--- src/hdl/psq_pkg.sv ---
`timescale 1ns / 1ps
// ----------------------------------------------------------------------------
// Positional sequence store package
// Shared operation and status codes, sequencer states and the cell control
// group used across the cell row.
// ----------------------------------------------------------------------------
package psq_pkg;

  // Width of the value ports, fixed by the interface.
  localparam int DATA_W = 32;

  // Cells per registered gather group of the read tree.
  localparam int GROUP = 8;

  typedef enum logic [1:0] {
    OP_INSERT = 2'd0,
    OP_READ   = 2'd1,
    OP_REMOVE = 2'd2,
    OP_CLEAR  = 2'd3
  } op_t;

  typedef enum logic [1:0] {
    ST_OK    = 2'd0,
    ST_RANGE = 2'd1,
    ST_FULL  = 2'd2
  } status_t;

  typedef enum logic {
    S_IDLE   = 1'b0,
    S_GATHER = 1'b1
  } state_t;

  // Shift commands broadcast to every cell of the row.
  typedef struct packed {
    logic ins_en;
    logic rem_en;
  } cell_ctl_t;

endpackage

--- src/hdl/psq_cell.sv ---
`timescale 1ns / 1ps
// ----------------------------------------------------------------------------
// Sequence cell
// One storage slot of the cell row. On an insert it loads its lower neighbor
// (or the write value where the position names it), on a remove its upper
// neighbor, and offers its value to the read tree at the named position.
// ----------------------------------------------------------------------------
module psq_cell #(
  parameter int INDEX       = 0,
  parameter int VALUE_WIDTH = 32,
  parameter int CNT_W       = 7
) (
  input  logic                    clk,
  input  psq_pkg::cell_ctl_t      ctl,
  input  logic [CNT_W-1:0]        pos,
  input  logic [VALUE_WIDTH-1:0]  wdata,
  input  logic [VALUE_WIDTH-1:0]  prev_value,
  input  logic [VALUE_WIDTH-1:0]  next_value,
  output logic [VALUE_WIDTH-1:0]  value,
  output logic [VALUE_WIDTH-1:0]  tap
);
  import psq_pkg::*;

  localparam logic [CNT_W-1:0] IDX = CNT_W'(INDEX);

  logic above;
  logic here;

  assign above = (IDX > pos);
  assign here  = (IDX == pos);

  always_ff @(posedge clk) begin
    if (ctl.ins_en && above) begin
      value <= prev_value;
    end else if (ctl.ins_en && here) begin
      value <= wdata;
    end else if (ctl.rem_en && (above || here)) begin
      value <= next_value;
    end
  end

  assign tap = here ? value : '0;

endmodule

--- config.mk ---
export PLATFORM = sky130hd
export DESIGN_NAME = psq_cell
export DESIGN_NICKNAME = d
export VERILOG_FILES = /design/src/hdl/psq_pkg.sv /design/src/hdl/psq_cell.sv
export SDC_FILE = /design/constraint.sdc
export NUM_CORES = 1
export LEC_CHECK = 0
export ABC_AREA = 1
export BUFFER_PORTS_ARGS = -buffer_cell sky130_fd_sc_hd__buf_2
export CAP_MARGIN = 0
export CORE_ASPECT_RATIO = 0.5
export CORE_MARGIN = 8
export CORE_UTILIZATION = 40
export DETAILED_ROUTE_END_ITERATION = 10
export PLACE_DENSITY = 0.87
export SLEW_MARGIN = 20
export SYNTH_ARGS = -nofsm -noshare
export SYNTH_HDL_FRONTEND = slang
export SYNTH_SLANG_ARGS = --single-unit
--- constraint.sdc ---
create_clock -name clk -period 5.37 [get_ports clk]
set_clock_uncertainty 0.2 [all_clocks]
set_input_delay 1.074 -clock clk [delete_from_list [all_inputs] [get_ports clk]]
set_output_delay 1.074 -clock clk [all_outputs]
set_load 0.005 [all_outputs]
==> metrics.cfg <==
[run_status]
status = finished, final reports clean

[timing]
rsz0062_at_grt = false
finalHoldViolations = 0
tns_ns = 0
maxSlewViolCount = 0
relSlewSlack = 0.520
min_period_ns = 3.69
fmax_ghz = 0.271
hold_slack_ns = 0.864
tightest_slew_ns = 0.719
setup_viol = 0
period_share = 0.687

[pwr]
powerDensity_nw_per_um2 = 198
power.leakage_nw = 1.31
peakVddDrop_mv = 0.0814

[clock_tree]
ctsResizeCount = 0
cts_tree = yes
path_clk_slew_ns = 0.06
cts_hold_buf = 0
clock-root-buffer = clkbuf_8
cts_buffers = 5
clock_sinks = 32
post-cts-setup-buffers = 0
htree_levels = 2
cts_buffer_depth = 2

[floorplan]
die_w_um = 111
ios = 170
num_rows = 17
die-area_um2 = 7070
start_util = 0.413
core_area_um2 = 4380
die_h_um = 63.6

[synthesis]
synthCells = 195
yosys_warnings = 0
syn_area_um2 = 1810
ys_seq_area_frac = 0.530
synth.net_count = 301
synth_cell_types = 14
avgSynthCellArea_um2 = 9.29
ys_seq_elements = 32

[placement]
port_buffers = 137
place_congestion = 0.760
hpwl_um = 4460
placed_area_um2 = 2480

[grt]
globalRouteOverflowTotal = 0
grt_pass1_vias = 1989
antenna_found_initial = 0
grt_pass1_wl_um = 9290
grt_usage = 0.156
grt_max_degree = 34

[critical_path]
max_stage_delay_ns = 0.55
worstPathCellList = buf_2, inv_2, nand3_2, nor3b_1, buf_2
cp-end-kind = output pin
cp_common_cell = buf_2
arrival_ns = 2.42
required_ns = 4.10
critPathSlowestCell = nand3_2
path_class = in2out
cp-start-kind = input port
cp_max_fo = 33

[drt]
drtAntennaViolNets = 0
drt-pass1-iter-count = 4
vias = 1869
first_iter_violations = 83
avgRoutedWirePerCell_um = 15.2
drc = 0
routed_wl_um = 5820
vias_per_cell = 4.89

[layout]
num_antenna_cells = 0
syn2layout_area_growth_pct = 41.2
largest_reg_flops = 32
reg.largest.list = value: 32 flops
regMostFlops = value
finalInstanceArea_um2 = 2560
drive_above_1_share = 0.465
fin_nets = 430
final_cell_mix = buf_2 (137), nand2_1 (69), nand3_1 (32), nor3b_1 (32), edfxtp_1 (32)
fillers = 410
layout_commonest_cell = buf_2

[worst_hold_path]
min_path_type = in2reg

[flow_run]
maxCapViolations = 0

==> report_power, final <==
| part | internal, mW | switching, mW | leakage [nW] |
|---|---|---|---|
| Clock | 0.0901 | 0.0821 | 0.0399 |
| Combinational | 0.0271 | 0.0285 | 0.978 |
| Sequential | 0.277 | 0.000717 | 0.288 |
==> worst paths after layout <==
path                          start       end  cells past startpoint
worst min-delay path  next_value[4]  value[4]                      3
worst max-delay path         pos[0]   tap[30]                      5
==> logic make-up (layout without fill, tap and decap cells) <==
kind of cell,count (synthesis),in the layout,synth area share
DFF,32,32,0.530
and+or+nand+nor,141,141,0.403
buffers and inverters,22,152,0.0663
==> per-layer routing <==
layer	global-route usage	vias up	part of all wire
met5	0	-	0
met4	0.0511	0	0.012
met3	0.0331	6	0.035
met2	0.322	49	0.58
met1	0.148	893	0.37
li1	-	921	-
==> worst max-delay path: cells and delay by family <==
kind,cells,cell delay (ns)
AND/OR/NAND/NOR,2,0.98
buffers and inverters,3,0.34
==> layout make-up <==
cell class | instances | area [µm²] | share of cell area
repair buffers | 138 | 693 | 0.271
multi-input cells | 141 | 731 | 0.286
clock inverters | 1 | 3.75 | 0.00147
flip-flops and latches | 32 | 961 | 0.376
well taps | 57 | 71.3 | 0.0279
inverters | 6 | 22.5 | 0.00880
clock buffers | 7 | 76.3 | 0.0298
==> per-stage QoR <==
step | util | instances | setup WS, ns | power [mW]
detailed placement | 0.566 | 374 | 1.68 | 0.339
global placement | 0.566 | 374 | 1.79 | 0.336
CTS | 0.584 | 382 | 1.68 | 0.511
floorplan | - | 195 | 2.37 | 0.307
global route | 0.584 | 382 | 1.51 | 0.529
finish | 0.584 | 382 | 1.68 | 0.505
==> Yosys cell counts, drive strengths merged <==
cell / count / area, µm²
buf: 15 / 93.8
nand3: 34 / 180
nor3b: 32 / 240
nand2: 70 / 270
edfxtp: 32 / 961
clkbuf: 1 / 3.75
inv: 6 / 22.5
nor2: 5 / 40.0
Power figures use the tool's default switching activity.
