===== src/hdl/psq_pkg.sv =====
`timescale 1ns / 1ps
// ----------------------------------------------------------------------------
// Positional sequence store package
// Shared operation and status codes, sequencer states and the cell control
// group used across the cell row.
// ----------------------------------------------------------------------------
package psq_pkg;

  // Width of the value ports, fixed by the interface.
  localparam int DATA_W = 32;

  // Cells per registered gather group of the read tree.
  localparam int GROUP = 8;

  typedef enum logic [1:0] {
    OP_INSERT = 2'd0,
    OP_READ   = 2'd1,
    OP_REMOVE = 2'd2,
    OP_CLEAR  = 2'd3
  } op_t;

  typedef enum logic [1:0] {
    ST_OK    = 2'd0,
    ST_RANGE = 2'd1,
    ST_FULL  = 2'd2
  } status_t;

  typedef enum logic {
    S_IDLE   = 1'b0,
    S_GATHER = 1'b1
  } state_t;

  // Shift commands broadcast to every cell of the row.
  typedef struct packed {
    logic ins_en;
    logic rem_en;
  } cell_ctl_t;

endpackage


===== src/hdl/psq_group.sv =====
`timescale 1ns / 1ps
// ----------------------------------------------------------------------------
// Gather group
// First level of the read tree: ORs the taps of a small group of cells and
// registers the result. At most one tap in the row is nonzero.
// ----------------------------------------------------------------------------
module psq_group #(
  parameter int VALUE_WIDTH = 32,
  parameter int SIZE        = 8
) (
  input  logic                             clk,
  input  logic [SIZE-1:0][VALUE_WIDTH-1:0] taps,
  output logic [VALUE_WIDTH-1:0]           merged
);
  import psq_pkg::*;

  logic [VALUE_WIDTH-1:0] merged_next;

  always_comb begin
    merged_next = '0;
    for (int k = 0; k < SIZE; k++) begin
      merged_next = merged_next | taps[k];
    end
  end

  always_ff @(posedge clk) begin
    merged <= merged_next;
  end

endmodule


===== config.mk =====
export PLATFORM = sky130hd
export DESIGN_NAME = psq_group
export DESIGN_NICKNAME = d
export VERILOG_FILES = /design/src/hdl/psq_pkg.sv /design/src/hdl/psq_group.sv
export SDC_FILE = /design/constraint.sdc
export NUM_CORES = 1
export LEC_CHECK = 0
export ABC_CLOCK_PERIOD_IN_PS = 900
export BUFFER_PORTS_ARGS = -buffer_cell sky130_fd_sc_hd__buf_4
export CAP_MARGIN = 20
export CORE_AREA = 2 2 111 113
export CTS_CLUSTER_DIAMETER = 30
export DETAILED_ROUTE_END_ITERATION = 6
export DIE_AREA = 0 0 113 115
export PLACE_DENSITY_LB_ADDON = 0.12
export RECOVER_POWER = 25
export SLEW_MARGIN = 30
export SYNTH_ARGS = -nofsm -noshare
export SYNTH_HDL_FRONTEND = slang
export SYNTH_SLANG_ARGS = --single-unit

===== constraint.sdc =====
create_clock -name clk -period 0.9 [get_ports clk]
set_input_delay 0.09 -clock clk [delete_from_list [all_inputs] [get_ports clk]]
set_output_delay 0.09 -clock clk [all_outputs]
set_load 0.005 [all_outputs]

==> metrics.md, run 1 <==
| Metric | Value |
|---|---|
| HPWL after DPL | 6210 um |
| Crit Path Max Fanout | 1 |
| Crit Path Class | in -> reg |
| Seq pwr share | about a third |
| Reg with most FFs | merged |
| Hold-fix buffers at CTS | 41 |
| Placed instance count | around 560 |
| Hold slack final | -2.43 ps |
| Initial antenna violation count | 0 |
| Largest net degree at the start of global routing | 10 |
| CTS tree | yes |
| Sw frac | 20.6% |
| Post-DRT Antenna Nets | 0 |
| Grt ovf | 0 |
| DRC viols | 20 |
| Initial DRT Pass Iterations | 5 |
| Die H | 115 um |
| Failing checks | DRC, hold timing |
| Sequential area share after synthesis | 55.2% |
| Total core area | 11,800 um2 |
| Non-filler cells, final | 611 |
| Post-Syn Area per Cell | ~9.1 um2 |
| Fraction of layout cells with a size suffix above 1 | 67.7% |
| Comb pwr share | a little over a quarter |
| Worst EP arrival | roughly 1000 ps |
| Vias in the first global route | 2,543 |
| Final core utilization | 36.0% |
| Worst EP required | around 1100 ps |
| Min-delay worst type | in -> reg |
| Yosys warns | 0 |
| Leading cell type in the layout, fill and taps excluded | buf_4 |
| Syn_nets | 385 |
| Initial Util | under 10% |
| Finish-stage setup viols | 0 |
| I/O pin cnt | approximately 290 |
| Leakage power | 0.00195 uW |
| Relative slew slack | 72.1% |
| Clk buf depth | 2 |
| Vias per std cell | 3.92 |
| GPL Wtd Cong | 0.767 |
| Clock power frac | 40.0% |
| Synthesized flop and latch total | 32 |
| Slew of the pin with the lowest slew margin | 415 ps |
| # port buffers | 288 |
| Tot Pwr | 4270 uW |
| Sinks on Clock Net | 32 |
| Clk slew on worst S/H paths | 60 ps |
| Final hold vios | 5 |
| Commonest cells after routing, fill and taps aside | 273 x buf_4, 41 x nor4_1, 36 x dlygate4sd3_1 |
| TritonCTS Buffers | 5 |
| Slew Limit Fails | 0 |
| Setup bufs post-CTS | 0 |
| Crit path time final | 875 ps |
| Internal power | 3390 uW |
| Final worst-path cycle share | 97.2% |
| Diode count | 0 |
| Setup WS pre-CTS | ~120 ps |
| Rows | 40 |
| Worst setup EP type | flop |
| Max FFs per register | 32 |
| Status | finished, violations left |
| Worst VDD drop | 0.625 mV |
| Area delta synth->final | 266% |
| Mapped Area | between 1000 and 1500 um2 |
| Synth Instances | 128 |
| CTS H-tree depth | 2 |
| Die area | 13,000 um2 |
| Fmax | 1140 MHz |
| Yosys cell types | 3 |
| WL final | 7580 um |
| First-pass GRT wire length | between 10,000 and 15,000 um |
| Max-cap check violation count | 0 |
| DR WL/cell | 12.4 um |
| DR iter-0 viols | 60 |
| Nets | roughly 700 |
| Tot GR Track Use | 10.5% |
| Die Width | ~110 um |
| Power density over the cells | 1010 nW/um2 |
| Biggest regs | merged (32) |
| Worst setup margin | 24.9 ps |
| Critical Path Source Type | input pin |
| Vias | 2,394 |
| P_sw | slightly below 900 uW |
| CTS Root Cell | clkbuf_16 |
==> synth_stat cells, drive strengths merged <==
library cell	instances	share of area, %
nor4	64	34
dfxtp	32	55
nand2	32	10
==> layout make-up <==
cell class              instances  area (um2)
multi-input cells              96         708
repair buffers                328        2570
flip-flops and latches         32         641
clock buffers                   8         146
fillers                      1240        7560
well taps                     147         184
==> stage by stage <==
stage | TNS [ps] | instance area (um2)
finish | 0 | 4250
global route | -9.55 | 4250
CTS | 0 | 4060
detailed placement | 0 | 3510
global placement | 0 | 3510
floorplan | 0 | 1160
==> path summary, 6_finish.rpt <==
path / cells after the start / endpoint / from
max: 4 / merged[15] / taps[207]
min: 3 / merged[12] / taps[140]
==> metal layers <==
metal / up-vias / track usage (%) / part of all wire [%]
met1: 1043 / 8.69 / 28
met5: - / 0 / 0
met2: 163 / 22.8 / 59
li1: 1184 / - / -
met3: 4 / 3.53 / 12
met4: 0 / 2.76 / 0.83
==> logic make-up (layout without fill, tap and decap cells) <==
logic type	after synthesis	after routing	share of synthesized area (%)
buf+inv	0	336	0
flops	32	32	55.2
simple gates	96	96	44.8
==> power by group through the flow <==
stage                     clock network (uW)  logic [uW]  registers, uW
after detailed placement                   0         925           1450
final                                   1710        1140           1420
after floorplan                            0        53.5           1450
after CTS                               1850        1070           1420
after global routing                    1880        1220           1420
after global placement                     0         913           1450
==> critical path, cell delays in order <==
cell	delay [ps]
dlygate4sd3_1	540
buf_4	130
nor4_2	200
nand2_1	70
==> what timing repair did <==
action                     4_1_cts  5_1_grt
resized for setup                0       33
setup endpoints to repair        0       21
hold endpoints to repair        28        4
(Power assumes the default switching activity.)
==> inputs of run 2 (changes only) <==
Settings changed: ABC_CLOCK_PERIOD_IN_PS 900 to 1100.
Clock period 0.9 ns to 1.1 ns, I/O delays scaled along.
==> run 2 against run 1 <==
The run ends with DRC left. Non-clock buffer count fell by 40. Global-route usage fell by 0.83 points. Clock power fell by 19%. First-iteration DRC count fell by 33%. Worst setup slack improved by 230 ps. Power fell by 23%. Wire length fell by 9.7%. Flip-flop and latch count did not move. Critical path depth fell by 3. Combinational power fell by 35%. Via count fell by 8.1%. Hold slack improved by 14 ps.
==> metrics.md, run 2 (same netlist as run 1, synthesis figures left out) <==
| Metric | Value |
|---|---|
| Initial antenna violation count | 0 |
| Vias per std cell | 3.85 |
| Nets | 680 |
| Slowest cell on the critical path | dfxtp_1 |
| Relative slew slack | approximately 77% |
| RSZ-0062 raised after global routing | no |
| Clk buf depth | 2 |
| Commonest cells after routing, fill and taps aside | 272 x buf_4, 64 x nor4_1, 32 x nand2_1, 32 x dfxtp_1, 16 x clkbuf_4 |
| Diode count | 0 |
| Initial DRT Pass Iterations | 6 |
| # port buffers | 288 |
| Setup bufs post-CTS | 0 |
| Die area | 13,000 um2 |
| Vias in the first global route | approximately 2,300 |
| Delay-heaviest family, CP | flip-flops |
| Post-DRT Antenna Nets | 0 |
| Hold slack final | 11.6 ps |
| Worst setup EP type | primary output |
| Setup WS pre-CTS | between 200 and 300 ps |
| Clk slew on worst S/H paths | roughly 60 ps |
| Max FFs per register | 32 |
| Failing checks | DRC |
| CTS Root Cell | clkbuf_16 |
| Min-delay worst type | in -> reg |
| Crit Path Class | reg -> out |
| Reg with most FFs | merged |
| Worst EP required | slightly below 1000 ps |
| Crit path time final | between 800 and 900 ps |
| Grt ovf | 0 |
| Final worst-path cycle share | 76.8% |
| CTS H-tree depth | 2 |
| HPWL after DPL | 6250 um |
| Tot GR Track Use | 9.63% |
| DRC viols | 20 |
| Leakage power | 0.00172 uW |
| Final hold vios | 0 |
| Post-CTS Resized | 0 |
| Initial Util | under 10% |
| Power density over the cells | 903 nW/um2 |
| GPL Wtd Cong | roughly 0.77 |
| Area delta synth->final | 215% |
| CP peak stage delay | ~340 ps |
| Die Width | 113 um |
| Fmax | 1180 MHz |
| Vias | 2,201 |
| Die H | 115 um |
| CTS tree | yes |
| DR iter-0 viols | 40 |
| Worst VDD drop | 0.503 mV |
| Fraction of layout cells with a size suffix above 1 | 69.3% |
| First-pass GRT wire length | 9680 um |
| TritonCTS Buffers | 5 |
| Leading cell type in the layout, fill and taps excluded | buf_4 |
| Finish-stage setup viols | 0 |
| Rows | 40 |
| Worst setup margin | 255 ps |
| I/O pin cnt | 289 |
| WL final | 6840 um |
| Biggest regs | merged (32) |
| Largest net degree at the start of global routing | 10 |
| Critical Path Source Type | flop |
| Cells along the critical path | buf_4 |
| Slew of the pin with the lowest slew margin | 343 ps |
| Slew Limit Fails | 0 |
| Setup tns final | 0 ps |
| Total core area | 11,800 um2 |
| Hold-fix buffers at CTS | 0 |
| Bufs and invs on worst path | 1 |
| Worst EP arrival | 740 ps |
| Sinks on Clock Net | 32 |
| Fill cell count | 1,297 |
| DR WL/cell | 12.0 um |
| Crit Path Max Fanout | 1 |
| Max-cap check violation count | 0 |
| Status | finished, violations left |
[run 2: path summary, 6_finish.rpt]
kind	from	endpoint	slack [ps]	cells after the start
min	taps[94]	merged[30]	10	3
max	merged[10]	merged[10]	250	1
[run 2: layout make-up]
type	count	area, um2	share of cell area [%]
Tap cell	147	184	5.03
Multi-Input combinational cell	96	520	14.2
Timing Repair Buffer	288	2160	59.2
Clock buffer	8	146	4.01
Sequential cell	32	641	17.5
[run 2: routing by layer]
metal / global-route usage [%] / vias to the layer above / part of all wire (%) / wire length, um
met5: 0 / - / 0 / 0
met4: 3.01 / 0 / 1.4 / 95
met3: 3.48 / 7 / 14 / 980
met2: 20.7 / 166 / 57 / 3930
met1: 7.91 / 926 / 27 / 1830
li1: - / 1102 / - / -
[run 2: metrics by stage]
stage / util [%] / power, uW / cells / instance area (um2)
after global routing: 30.9 / 3480 / 571 / 3650
after floorplan: - / 1230 / 128 / 1160
after detailed placement: 29.7 / 1950 / 563 / 3510
after global placement: 29.7 / 1940 / 563 / 3510
final: 30.9 / 3300 / 571 / 3650
after CTS: 30.9 / 3400 / 571 / 3650
[run 2: where the power goes]
group | internal [uW] | total [uW] | leakage (uW) | switching (uW)
combinational | 594 | 744 | 0.00139 | 150
clock | 902 | 1390 | 0.0000712 | 487
sequential | 1160 | 1160 | 0.000259 | 1.02
total | 2660 | 3300 | 0.00172 | 638
